--- config.mk ---
export PLATFORM = sky130hd
export DESIGN_NAME = tensor_transpose_address_gen_top
export DESIGN_NICKNAME = d
export VERILOG_FILES = /design/src/tta_pkg.sv /design/src/tta_front.sv /design/src/tta_back.sv /design/src/tensor_transpose_address_gen_top.sv
export SDC_FILE = /design/constraint.sdc
export NUM_CORES = 2
export LEC_CHECK = 0
export ABC_CLOCK_PERIOD_IN_PS = 16650
export BUFFER_PORTS_ARGS = -buffer_cell sky130_fd_sc_hd__buf_2
export CELL_PAD_IN_SITES_DETAIL_PLACEMENT = 1
export CELL_PAD_IN_SITES_GLOBAL_PLACEMENT = 1
export CORE_MARGIN = 2
export CORE_UTILIZATION = 55
export CTS_BUF_LIST = sky130_fd_sc_hd__clkbuf_4 sky130_fd_sc_hd__clkbuf_8 sky130_fd_sc_hd__clkbuf_16
export DETAILED_ROUTE_END_ITERATION = 10
export GPL_TIMING_DRIVEN = 0
export PLACE_DENSITY = 0.92
export SLEW_MARGIN = 20
export SYNTH_ARGS = -nofsm -noshare
export SYNTH_HDL_FRONTEND = slang
export SYNTH_HIERARCHICAL = 1
export SYNTH_SLANG_ARGS = --single-unit
--- constraint.sdc ---
create_clock -name clk -period 16.65 [get_ports clk]
set_input_delay 2.4975 -clock clk [delete_from_list [all_inputs] [get_ports clk]]
set_output_delay 2.4975 -clock clk [all_outputs]
set_load 0.03 [all_outputs]
--- src/tta_pkg.sv ---
// Shared types and constants for the tensor transpose address generator.
package tta_pkg;

	localparam int RANK_W     = 3;
	localparam int PERM_W     = 18;
	localparam int PFIELD_W   = 3;
	localparam int EXT_W      = 13;
	localparam int NUM_EXT    = 6;
	localparam int OUT_W      = 24;
	localparam int CFG_IDX_W  = 3;
	localparam int CFG_DATA_W = 18;

	localparam logic [CFG_IDX_W-1:0] CFG_RANK = 3'd0;
	localparam logic [CFG_IDX_W-1:0] CFG_PERM = 3'd1;
	localparam logic [CFG_IDX_W-1:0] CFG_EXT0 = 3'd2;

	localparam logic [RANK_W-1:0] RANK_RST = 3'd4;
	localparam logic [PERM_W-1:0] PERM_RST = 18'd181896;
	localparam logic [EXT_W-1:0]  EXT_RST  = 13'd1;

	localparam int QDEPTH = 2;
	localparam int QPW    = $clog2(QDEPTH);
	localparam int QCW    = $clog2(QDEPTH + 1);

	typedef struct packed {
		logic [RANK_W-1:0]             rank;
		logic [PERM_W-1:0]             perm;
		logic [NUM_EXT-1:0][EXT_W-1:0] ext;
	} cfg_t;

	typedef struct packed {
		logic valid;
		logic restart;
	} q_head_t;

endpackage

--- src/tta_front.sv ---
// Request intake: accepts requests, classifies restart/advance and queues them.
module tta_front import tta_pkg::*; (
	input  logic    clk,
	input  logic    arst_n,
	input  logic    in_valid,
	output logic    in_stall,
	input  logic    restart,
	input  logic    q_pop,
	output q_head_t q_head
);

	logic [QDEPTH-1:0] ent_q;
	logic [QPW-1:0]    wr_q;
	logic [QPW-1:0]    rd_q;
	logic [QCW-1:0]    cnt_q;
	logic              push;

	function automatic logic [QPW-1:0] ptr_nxt(input logic [QPW-1:0] p);
		if (p == QPW'(QDEPTH - 1))
			return '0;
		return p + QPW'(1);
	endfunction

	assign in_stall       = (cnt_q == QCW'(QDEPTH));
	assign push           = in_valid && !in_stall;
	assign q_head.valid   = (cnt_q != '0);
	assign q_head.restart = ent_q[rd_q];

	always_ff @(posedge clk) begin
		if (push)
			ent_q[wr_q] <= restart;
	end

	always_ff @(posedge clk or negedge arst_n) begin
		if (!arst_n) begin
			wr_q  <= '0;
			rd_q  <= '0;
			cnt_q <= '0;
		end else begin
			if (push)
				wr_q <= ptr_nxt(wr_q);
			if (q_pop)
				rd_q <= ptr_nxt(rd_q);
			if (push && !q_pop)
				cnt_q <= cnt_q + QCW'(1);
			else if (!push && q_pop)
				cnt_q <= cnt_q - QCW'(1);
		end
	end

endmodule

--- src/tta_back.sv ---
// Execution engine: stride setup sequencer, output odometer and output register.
module tta_back import tta_pkg::*; #(
	parameter int MAX_RANK    = 6,
	parameter int EXTENT_BITS = 12,
	parameter int OFFSET_BITS = 24
) (
	input  logic             clk,
	input  logic             arst_n,
	input  cfg_t             cfg,
	input  q_head_t          q_head,
	output logic             q_pop,
	input  logic             out_stall,
	output logic             out_valid,
	output logic [OUT_W-1:0] src_offset,
	output logic [OUT_W-1:0] dst_offset,
	output logic             last_elem,
	output logic             valid_out
);

	localparam int AW  = (MAX_RANK > 1) ? $clog2(MAX_RANK) : 1;
	localparam int JW  = $clog2(MAX_RANK + 1);
	localparam int EB  = EXTENT_BITS;
	localparam int EW  = EXTENT_BITS + 1;
	localparam int OB  = OFFSET_BITS;
	localparam int CW  = (EXT_W > EW) ? EXT_W : EW;
	localparam logic [CW-1:0] EXT_CAP = CW'(1) << EXTENT_BITS;

	localparam logic [2:0] ST_RUN  = 3'd0;
	localparam logic [2:0] ST_INIT = 3'd1;
	localparam logic [2:0] ST_MUL  = 3'd2;
	localparam logic [2:0] ST_ACC  = 3'd3;
	localparam logic [2:0] ST_ADD  = 3'd4;
	localparam logic [2:0] ST_DONE = 3'd5;

	logic [2:0]    state_q;
	logic [EB-1:0] idx_q [MAX_RANK];
	logic [EB-1:0] lim_q [MAX_RANK];
	logic [OB-1:0] dlt_q [MAX_RANK];
	logic [OB-1:0] ro_q;
	logic [OB-1:0] wc_q;
	logic          active_q;
	logic [JW-1:0] rank_q;
	logic [AW-1:0] ax_q;
	logic [JW-1:0] j_q;
	logic [OB-1:0] s_q;
	logic [EB-1:0] lm_q;
	logic [OB-1:0] prod_q;
	logic [OB-1:0] rsum_q;

	logic             out_valid_q;
	logic [OUT_W-1:0] src_q;
	logic [OUT_W-1:0] dst_q;
	logic             last_q;
	logic             vout_q;

	logic [EW-1:0]       ext_eff_a [MAX_RANK + 1];
	logic [PFIELD_W-1:0] pf_a [MAX_RANK];
	logic [3:0]          rk4;
	logic [JW-1:0]       r_eff;
	logic [PFIELD_W-1:0] src_a;
	logic [JW-1:0]       src_j;
	logic [OB+EW-1:0]    mul_full;
	logic [OB+EB-1:0]    acc_full;
	logic                last;
	logic [AW-1:0]       sel;
	logic                can_load;
	logic                ld;
	logic [OUT_W-1:0]    ld_src;
	logic [OUT_W-1:0]    ld_dst;
	logic                ld_last;
	logic                ld_vout;

	function automatic logic [EW-1:0] clamp_ext(input logic [EXT_W-1:0] e);
		logic [CW-1:0] v;
		v = CW'(e);
		if (v == '0)
			v = CW'(1);
		else if (v > EXT_CAP)
			v = EXT_CAP;
		return EW'(v);
	endfunction

	// effective extent per input axis, clamped; axes without a register are size 1
	for (genvar k = 0; k <= MAX_RANK; k++) begin : g_ext
		if (k < NUM_EXT) begin : g_reg
			assign ext_eff_a[k] = clamp_ext(cfg.ext[k]);
		end else begin : g_one
			assign ext_eff_a[k] = EW'(1);
		end
	end

	for (genvar k = 0; k < MAX_RANK; k++) begin : g_pf
		if (PFIELD_W * k + PFIELD_W <= PERM_W) begin : g_fld
			assign pf_a[k] = cfg.perm[PFIELD_W*k +: PFIELD_W];
		end else begin : g_zero
			assign pf_a[k] = '0;
		end
	end

	always_comb begin
		rk4 = {1'b0, cfg.rank};
		if (rk4 < 4'd2)
			r_eff = JW'(2);
		else if (rk4 > 4'(MAX_RANK))
			r_eff = JW'(MAX_RANK);
		else
			r_eff = JW'(rk4);
	end

	assign src_a    = pf_a[ax_q];
	assign src_j    = JW'(src_a);
	assign mul_full = s_q * ext_eff_a[j_q];
	assign acc_full = lm_q * s_q;

	// odometer: innermost axis below its limit takes the carry
	always_comb begin
		last = 1'b1;
		sel  = '0;
		for (int k = 0; k < MAX_RANK; k++) begin
			if (idx_q[k] != lim_q[k])
				last = 1'b0;
			if (idx_q[k] < lim_q[k])
				sel = AW'(k);
		end
	end

	assign can_load = !out_valid_q || !out_stall;

	always_comb begin
		q_pop   = 1'b0;
		ld      = 1'b0;
		ld_src  = '0;
		ld_dst  = '0;
		ld_last = 1'b0;
		ld_vout = 1'b0;
		if (state_q == ST_RUN && q_head.valid && !q_head.restart && can_load) begin
			q_pop = 1'b1;
			ld    = 1'b1;
			if (active_q) begin
				ld_src  = OUT_W'(ro_q);
				ld_dst  = OUT_W'(wc_q);
				ld_last = last;
				ld_vout = 1'b1;
			end
		end
		if (state_q == ST_DONE && can_load) begin
			q_pop = 1'b1;
			ld    = 1'b1;
		end
	end

	always_ff @(posedge clk) begin
		if (ld) begin
			src_q  <= ld_src;
			dst_q  <= ld_dst;
			last_q <= ld_last;
			vout_q <= ld_vout;
		end
	end

	always_ff @(posedge clk or negedge arst_n) begin
		if (!arst_n) begin
			out_valid_q <= 1'b0;
		end else if (can_load) begin
			out_valid_q <= ld;
		end
	end

	always_ff @(posedge clk or negedge arst_n) begin
		if (!arst_n) begin
			state_q  <= ST_RUN;
			active_q <= 1'b0;
			ro_q     <= '0;
			wc_q     <= '0;
			rank_q   <= '0;
			ax_q     <= '0;
			j_q      <= '0;
			s_q      <= '0;
			lm_q     <= '0;
			prod_q   <= '0;
			rsum_q   <= '0;
			for (int k = 0; k < MAX_RANK; k++) begin
				idx_q[k] <= '0;
				lim_q[k] <= '0;
				dlt_q[k] <= '0;
			end
		end else begin
			case (state_q)
				ST_RUN: begin
					if (q_head.valid && q_head.restart) begin
						rank_q   <= r_eff;
						ax_q     <= AW'(r_eff - JW'(1));
						rsum_q   <= '0;
						ro_q     <= '0;
						wc_q     <= '0;
						active_q <= 1'b0;
						for (int k = 0; k < MAX_RANK; k++) begin
							idx_q[k] <= '0;
							lim_q[k] <= '0;
						end
						state_q <= ST_INIT;
					end else if (q_pop && active_q) begin
						if (last) begin
							active_q <= 1'b0;
						end else begin
							wc_q <= wc_q + OB'(1);
							ro_q <= ro_q + dlt_q[sel];
							for (int k = 0; k < MAX_RANK; k++) begin
								if (AW'(k) == sel)
									idx_q[k] <= idx_q[k] + EB'(1);
								else if (AW'(k) > sel)
									idx_q[k] <= '0;
							end
						end
					end
				end
				ST_INIT: begin
					s_q <= OB'(1);
					if (src_a >= rank_q) begin
						lm_q    <= '0;
						state_q <= ST_ACC;
					end else begin
						lm_q    <= EB'(ext_eff_a[src_j] - EW'(1));
						j_q     <= src_j + JW'(1);
						state_q <= ST_MUL;
					end
				end
				ST_MUL: begin
					if (j_q < rank_q) begin
						s_q <= mul_full[OB-1:0];
						j_q <= j_q + JW'(1);
					end else begin
						state_q <= ST_ACC;
					end
				end
				ST_ACC: begin
					// carry delta: own stride minus rewind of all inner axes
					lim_q[ax_q] <= lm_q;
					dlt_q[ax_q] <= s_q - rsum_q;
					prod_q      <= acc_full[OB-1:0];
					state_q     <= ST_ADD;
				end
				ST_ADD: begin
					rsum_q <= rsum_q + prod_q;
					if (ax_q == '0) begin
						state_q <= ST_DONE;
					end else begin
						ax_q    <= ax_q - AW'(1);
						state_q <= ST_INIT;
					end
				end
				ST_DONE: begin
					if (can_load) begin
						active_q <= 1'b1;
						state_q  <= ST_RUN;
					end
				end
				default: state_q <= ST_RUN;
			endcase
		end
	end

	assign out_valid  = out_valid_q;
	assign src_offset = src_q;
	assign dst_offset = dst_q;
	assign last_elem  = last_q;
	assign valid_out  = vout_q;

endmodule

--- src/tensor_transpose_address_gen_top.sv ---
// Top level of the tensor transpose address generator: config registers and engines.
//
//  channel  direction  handshake               payload
//  cfg      in         cfg_valid / cfg_ready   cfg_index, cfg_data
//  in       in         in_valid / in_stall     restart
//  out      out        out_valid / out_stall   src_offset, dst_offset, last_elem, valid_out
//
//  Advance requests issue one address pair per cycle while the output is not stalled and no
//  restart is running; the odometer carry add sets that. A restart runs the stride sequencer:
//  per output axis init, multiply steps (none when its perm field is not below rank), accumulate, add.
//  Reset clears the odometer and leaves the generator idle; cfg_ready is always high.
//  A two-entry request queue buffers intake while the output is stalled.
module tensor_transpose_address_gen_top import tta_pkg::*; #(
	parameter int MAX_RANK    = 6,
	parameter int EXTENT_BITS = 12,
	parameter int OFFSET_BITS = 24
) (
	input  logic                  clk,
	input  logic                  arst_n,
	input  logic                  cfg_valid,
	output logic                  cfg_ready,
	input  logic [CFG_IDX_W-1:0]  cfg_index,
	input  logic [CFG_DATA_W-1:0] cfg_data,
	input  logic                  in_valid,
	output logic                  in_stall,
	input  logic                  restart,
	output logic                  out_valid,
	input  logic                  out_stall,
	output logic [OUT_W-1:0]      src_offset,
	output logic [OUT_W-1:0]      dst_offset,
	output logic                  last_elem,
	output logic                  valid_out
);

	cfg_t    cfg_q;
	q_head_t q_head;
	logic    q_pop;

	assign cfg_ready = 1'b1;

	always_ff @(posedge clk or negedge arst_n) begin
		if (!arst_n) begin
			cfg_q.rank <= RANK_RST;
			cfg_q.perm <= PERM_RST;
			for (int k = 0; k < NUM_EXT; k++)
				cfg_q.ext[k] <= EXT_RST;
		end else if (cfg_valid && cfg_ready) begin
			if (cfg_index == CFG_RANK)
				cfg_q.rank <= cfg_data[RANK_W-1:0];
			if (cfg_index == CFG_PERM)
				cfg_q.perm <= cfg_data[PERM_W-1:0];
			for (int k = 0; k < NUM_EXT; k++)
				if (cfg_index == CFG_EXT0 + CFG_IDX_W'(k))
					cfg_q.ext[k] <= cfg_data[EXT_W-1:0];
		end
	end

	tta_front u_front (
		.clk      (clk),
		.arst_n   (arst_n),
		.in_valid (in_valid),
		.in_stall (in_stall),
		.restart  (restart),
		.q_pop    (q_pop),
		.q_head   (q_head)
	);

	tta_back #(
		.MAX_RANK    (MAX_RANK),
		.EXTENT_BITS (EXTENT_BITS),
		.OFFSET_BITS (OFFSET_BITS)
	) u_back (
		.clk        (clk),
		.arst_n     (arst_n),
		.cfg        (cfg_q),
		.q_head     (q_head),
		.q_pop      (q_pop),
		.out_stall  (out_stall),
		.out_valid  (out_valid),
		.src_offset (src_offset),
		.dst_offset (dst_offset),
		.last_elem  (last_elem),
		.valid_out  (valid_out)
	);

	a_pop_needs_head: assert property (@(posedge clk) disable iff (!arst_n)
		q_pop |-> q_head.valid)
		else $error("queue popped while empty");

	a_head_holds: assert property (@(posedge clk) disable iff (!arst_n)
		q_head.valid && !q_pop |=> q_head.valid && q_head.restart == $past(q_head.restart))
		else $error("queue head changed without a pop");

	a_pop_loads_out: assert property (@(posedge clk) disable iff (!arst_n)
		q_pop |=> out_valid)
		else $error("retired request produced no result");

endmodule
Word level (Yosys, flattened, before mapping)
Index checks and enable logic that the tools add are counted.
{ "classes": {"n_shift": 0, "add_sub_neg": 19, "n_reduce_logical": 65, "bitwise_logic": 4, "n_mux": 106, "n_mul": 2, "magnitude_cmp": 29, "div": 0, "eq_ne": 33} }
{ "ops": {"columns": ["operator", "n"], "rows": [
  ["2-to-1 mux 72 bit", 4],
  ["2-to-1 mux 24 bit", 11],
  ["2-to-1 mux 12 bit", 16],
  ["2-to-1 mux 13 bit", 14],
  ["bitwise mux 144 bit", 1],
  ["case mux 72 bit (2 select lines)", 1],
  ["case mux 24 bit (2 select lines)", 2],
  ["binary-select mux 13 bit (select 3 bit)", 2],
  ["greater-than comparator 13 bit (second input constant)", 6],
  ["logical NOT 13 bit", 6],
  ["adder 12 x 1 -> 12 bit (second input constant)", 6],
  ["binary-select mux 24 bit (select 3 bit)", 1],
  ["bitwise mux 72 bit", 1],
  ["demux 24 bit (select 3 bit)", 1],
  ["!= test 12 bit", 6],
  ["less-than comparator 12 bit", 5],
  ["adder 24 bit", 2],
  ["2-to-1 mux 3 bit", 14],
  ["demux 12 bit (select 3 bit)", 1],
  ["AND reduction 4 bit", 7],
  ["2-to-1 mux 1 bit", 26],
  ["AND reduction 2 bit", 13],
  ["adder 24 x 1 -> 24 bit (second input constant)", 1],
  ["multiplier 12 x 24 -> 24 bit", 1],
  ["other kinds (45)", 110]
]} }
{ "word_totals": {"in_bits": 27, "wordCells": 304, "latch_bits": 0, "rom_bits": 0, "mem_count": 0, "register_bits": 589, "ramBits": 0} }

Logic depth before layout (Yosys ltp)
{ "logic_depth": {"depth_word": 14, "depth_mapped": 28} }

Hierarchy
The synthesis kept the hierarchy.
{ "modules_own_cells": {"columns": ["module", "cells_per_inst", "n_inst", "area_each_um2"], "rows": [
  ["tta_back", 4514, 1, 40258.6],
  ["tensor_transpose_address_gen_top", 216, 1, 3808.7],
  ["tta_front", 22, 1, 286.5]
]} }

Worst setup path after synthesis
Ideal clock, no wire load.
{ "synth_timing": {"kind": "input-to-reg", "start": "input out_stall", "end": "register u_front.cnt_q[1]", "t_required_ns": 16.571, "cell_stages": 6, "setup_ns": 0.079, "setup_slack_ns": 9.012, "t_arrival_ns": 7.559, "path_cell_list": "a221oi_1 -> inv_1 -> ha_1 -> xor2_1 -> nor2_1 -> xor2_1"} }
{ "synth_between": {"elab_chain_len": 8, "elab_cells_between_ends": 11, "classes_between": "3 x mux; 8 x reduce/logical"} }
{ "synth_lines": {"columns": ["element", "line_no", "text"], "rows": [
  ["start: declaration", "tensor_transpose_address_gen_top.sv:28", "input logic out_stall,"],
  ["logical NOT 1 bit *", "tta_back.sv:127", "assign can_load = !out_valid_q || !out_stall;"],
  ["logical OR 1 bit *", "tta_back.sv:127", null],
  ["logical AND 1 bit", "tta_back.sv:136", "if (state_q == ST_RUN && q_head.valid && !q_head.restart && can_load) begin"],
  ["2-to-1 mux 1 bit", "tta_back.sv:136", null],
  ["2-to-1 mux 1 bit *", "tta_back.sv:146", "if (state_q == ST_DONE && can_load) begin"],
  ["logical NOT 1 bit", "tta_front.sv:44", "if (push && !q_pop)"],
  ["logical AND 1 bit", "tta_front.sv:44", null],
  ["2-to-1 mux 2 bit or nonzero test 2 bit (tied branches)", null, null],
  ["end signal: assignment", "tta_front.sv:45", "cnt_q <= cnt_q + QCW'(1);"],
  ["end signal: assignment", "tta_front.sv:47", "cnt_q <= cnt_q - QCW'(1);"],
  ["end: declaration", "tta_front.sv:15", "logic [QCW-1:0] cnt_q;"]
]} }
Mark *: on every way between the ends. The rest lies on a longest branch, timed or not.
A chain may end at the register's enable or synchronous reset.

Worst setup path after layout
{ "layout_timing": {"start": "register u_back.j_q[0]", "end": "register u_back.s_q[23]"} }
{ "layout_between": {"elab_chain_len": 7, "elab_cells_between_ends": 10, "classes_between": "1 x mul; 1 x order compare; 1 x eq/ne; 5 x mux; 1 x bitwise; 1 x reduce/logical"} }
{ "layout_lines": {"columns": ["element", "line_no", "text"], "rows": [
  ["start: declaration", "tta_back.sv:44", "logic [JW-1:0] j_q;"],
  ["start signal: assignment", "tta_back.sv:224", "j_q <= src_j + JW'(1);"],
  ["start signal: assignment", "tta_back.sv:231", "j_q <= j_q + JW'(1);"],
  ["inverter 3 -> 4 bit (implied by the code)", "tta_back.sv:112", "assign mul_full = s_q * ext_eff_a[j_q];"],
  ["binary-select mux 13 bit (select 3 bit)", "tta_back.sv:112", null],
  ["2-to-1 mux 13 bit (implied by the code) (2 in series)", "tta_back.sv:112", null],
  ["multiplier 24 x 13 -> 24 bit", "tta_back.sv:112", null],
  ["2-to-1 mux 24 bit", "tta_back.sv:229", "if (j_q < rank_q) begin"],
  ["case mux 24 bit (2 select lines)", "tta_back.sv:188", "case (state_q)"],
  ["end signal: assignment", "tta_back.sv:230", "s_q <= mul_full[OB-1:0];"],
  ["end: declaration", "tta_back.sv:45", "logic [OB-1:0] s_q;"]
]} }
Several ways; a longest one is shown, not always the timed one. The select of a mux whose other input is x is not followed.

==> flow_metrics.env <==
export IMPL_final_setup_tns_ps=0
export IMPL_die_area_mm2=0.0829
export IMPL_numPortBuffers=78
export IMPL_starting_density_of_the_core_pct=55.3
export IMPL_clk_insertion_delay_late_ps=670
export IMPL_overflow=0
export IMPL_antenna_found_initial=20
export IMPL_dp_hpwl_mm=122
export IMPL_syn_avg_cell_area_um2=9.33
export IMPL_startpoint_class_of_the_critical_path="flop"
export IMPL_clk_root_buffer_cell="sky130_fd_sc_hd__clkbuf_16"
export IMPL_cts_hold_buffers=0
export IMPL_crit_path_max_fanout=10
export IMPL_cts_buffers_inserted=68
export IMPL_hold_worst_slack_ps=481
export IMPL_grt_pass1_wl_mm=282
export IMPL_core_rowCount=104
export IMPL_grt_pass1_vias=45910
export IMPL_clock_slew_at_the_register_clock_pins_of_the_worst_setup_and_hold_paths_ps=60
export IMPL_synth_lib_cells_used_distinct=98
export IMPL_vias_per_cell=6.85
export IMPL_cp_required_ps=17130
export IMPL_async_reset_ff_share_pct=91.2
export IMPL_grt_max_degree=99
export IMPL_min_period_over_period_pct=56.0
export IMPL_max_freq_ghz=0.107
export IMPL_layout_cell_share_with_drive_strength_beyond_1_pct=8.71
export IMPL_drt_initial_drc_count=5074
export IMPL_worstPathArrival_ps=9810
export IMPL_timing_worst_slew_pin_value_ps=1230
export IMPL_floorplan_die_width_um=288
export IMPL_mostFrequentLayoutCell="sky130_fd_sc_hd__nand2_1"
export IMPL_synth_largest_area_cell="sky130_fd_sc_hd__dfrtp_1"
export IMPL_cts_h_tree_depth=3
export IMPL_endpoint_kind="flop"
export IMPL_area_growth_synth_to_final_pct=10.2
export IMPL_std_cell_core_area_mm2=0.0802
export IMPL_synthCells=4752
export IMPL_cap_violations=0
export IMPL_hold_path_class="flop to flop"
export IMPL_postSynthRegisterBits=589
export IMPL_rsz0062_at_grt="false"
export IMPL_syn_num_nets=5341
export IMPL_ys_seq_area_share_pct=33.9
export IMPL_crit_slowest_cell="sky130_fd_sc_hd__a221oi_1"
export IMPL_hold_violations=0
export IMPL_num_vias=41419
export IMPL_max_slew_margin_rel_pct=17.3
export IMPL_cts_repair_timing_setup_buffer_count=0
export IMPL_cts_num_sinks=589
export IMPL_synthTopCellsByArea="sky130_fd_sc_hd__dfrtp_1 (30%), sky130_fd_sc_hd__fa_1 (15%), sky130_fd_sc_hd__nand2_1 (6.9%), sky130_fd_sc_hd__ha_1 (6.5%), sky130_fd_sc_hd__inv_1 (4.4%)"
export IMPL_final_net_count=5504
export IMPL_layout_filler_cells=8996
export IMPL_die_height_um=288
export IMPL_final_setup_worst_slack_ps=7320
export IMPL_route_detailed_drc=0
export IMPL_most_common_layout_cells="sky130_fd_sc_hd__nand2_1 (811), sky130_fd_sc_hd__dfrtp_1 (523), sky130_fd_sc_hd__inv_1 (516)"
export IMPL_post_route_util_pct=61.0
export IMPL_layout_min_cycle_time_ps=9330
export IMPL_cpMostUsedCell="sky130_fd_sc_hd__fa_1"
export IMPL_grt_util_all_layers_pct=45.6
export IMPL_path_class="flop to flop"
export IMPL_place_gp_congestion=0.982
export IMPL_cpLargestDelayFamily="compound AO/OA/AOI/OAI gates"
export IMPL_setup_violations_final=0
export IMPL_crit_buf_inv=7
export IMPL_synth_edff_count=52
export IMPL_max_clock_path_buffers=3
export IMPL_drt_antenna_violating_nets=0
export IMPL_clock_skew_ps=55.2
export IMPL_drt_total_wl_mm=186
export IMPL_drt_pass1_iterations=9
export IMPL_yosysTopAreaCellShare_pct=29.5
export IMPL_placement_setup_worst_slack_ps=7830
export IMPL_yosys_warnings=6
export IMPL_drv_slew=0
export IMPL_avgRoutedWirePerCell_um=30.7
export IMPL_tritoncts="yes"
export IMPL_critical_path_max_stage_delay_ps=750
export IMPL_cts_repair_resized_insts=0
export IMPL_run_status="finished, final reports clean"
export IMPL_postSynth_topFlopCell="sky130_fd_sc_hd__dfrtp_1"
export IMPL_floorplan_io_pins=80
export IMPL_synthesis_area_mm2=0.0444
## worst min-delay path, stage by stage, from the launching register on
cell and delay, ps:
sky130_fd_sc_hd__dfrtp_1 340, sky130_fd_sc_hd__nand2_1 50, sky130_fd_sc_hd__nand2_1 60
## logic make-up (layout without fill, tap and decap cells)
| family | count (synthesis) | in the layout | share of synthesized area [%] |
|---|---|---|---|
| flip-flops | 589 | 589 | 33.9 |
| AND/OR/NAND/NOR | 1649 | 1649 | 17.6 |
| multiplexers | 194 | 194 | 4.88 |
| buffers and inverters | 763 | 980 | 6.60 |
| AO/OA/AOI/OAI | 798 | 798 | 11.7 |
| adder cells (fa/ha/maj) | 562 | 562 | 21.5 |
| other | 1 | 22 | 0.00845 |
| XOR/XNOR | 196 | 196 | 3.92 |
## final cells by class
cell class	count	area [µm²]	area share (%)
clock inverters	24	403	0.824
well taps	1060	1330	2.71
inverters	522	1960	4.01
repair buffers	93	649	1.33
clock buffers	100	2020	4.14
diodes	21	52.6	0.107
flip-flops and latches	589	15000	30.7
plain buffers	241	981	2.01
multi-input cells	3400	26500	54.2
## sequential cells by signal (all words and copies together), names as in the netlist, 24 cells and up
register / count
u_back/dst_offset: 24
u_back/prod_q: 24
u_back/idx_q: 72
cfg_q: 99
u_back/s_q: 24
u_back/dlt_q: 144
u_back/rsum_q: 24
u_back/wc_q: 24
u_back/lim_q: 72
u_back/src_offset: 24
u_back/ro_q: 24
## per-stage QoR
| step | std cells | instance area (µm²) |
|---|---|---|
| after floorplan | 4752 | 44400 |
| after global placement | 5890 | 46100 |
| after detailed placement | 5904 | 46400 |
| after CTS | 6028 | 48800 |
| after global routing | 6031 | 48800 |
| final | 6050 | 48900 |
## cells in the mapped netlist (16+ instances only)
library cell and number:
sky130_fd_sc_hd__clkbuf_1 209, sky130_fd_sc_hd__edfxtp_1 52, sky130_fd_sc_hd__mux2i_1 67, sky130_fd_sc_hd__ha_1 231, sky130_fd_sc_hd__xnor2_1 89, sky130_fd_sc_hd__a31oi_1 27
sky130_fd_sc_hd__xor2_1 105, sky130_fd_sc_hd__mux2_2 113, sky130_fd_sc_hd__nor2_1 174, sky130_fd_sc_hd__inv_1 516, sky130_fd_sc_hd__nand2_1 811, sky130_fd_sc_hd__nand4_1 43
sky130_fd_sc_hd__a211oi_1 18, sky130_fd_sc_hd__a22o_1 19, sky130_fd_sc_hd__nand3_1 92, sky130_fd_sc_hd__o31ai_1 78, sky130_fd_sc_hd__a21oi_1 112, sky130_fd_sc_hd__and2_1 258
sky130_fd_sc_hd__o211ai_1 16, sky130_fd_sc_hd__a221oi_1 44, sky130_fd_sc_hd__nor2b_1 32, sky130_fd_sc_hd__a21o_1 37, sky130_fd_sc_hd__fa_1 331, sky130_fd_sc_hd__o21ai_0 294
sky130_fd_sc_hd__nand2b_1 49, sky130_fd_sc_hd__and3_1 53, sky130_fd_sc_hd__nor3_1 36, sky130_fd_sc_hd__dfrtp_1 523, sky130_fd_sc_hd__nor4_1 23, sky130_fd_sc_hd__or3_1 27
## per-layer routing
metal / GRT usage (%) / share of wire, % / vias up
li1: - / - / 16143
met1: 48.2 / 32 / 20439
met2: 72.0 / 46 / 3336
met3: 16.1 / 11 / 1483
met4: 40.1 / 11 / 18
met5: 1.16 / 0.11 / -
## path summary, 6_finish.rpt
check,startpoint,cells past startpoint,end,slack (ps)
max,u_back/j_q[0]$_DFFE_PN0P_,25,u_back/s_q[23]$_DFFE_PN0P_,7320
min,u_back/dlt_q[21]$_DFFE_PN0P_,2,u_back/dlt_q[21]$_DFFE_PN0P_,480
max reg2reg,u_back/j_q[0]$_DFFE_PN0P_,25,u_back/s_q[23]$_DFFE_PN0P_,7320
min reg2reg,u_back/dlt_q[21]$_DFFE_PN0P_,2,u_back/dlt_q[21]$_DFFE_PN0P_,480
max in group asynchronous,arst_n,3,u_back/s_q[19]$_DFFE_PN0P_,13630
min in group asynchronous,arst_n,1,u_back/wc_q[5]$_DFFE_PN0P_,1710
Power is not shown: default switching activity piles up to over one toggle a cycle in this logic, so the estimate is an artifact.
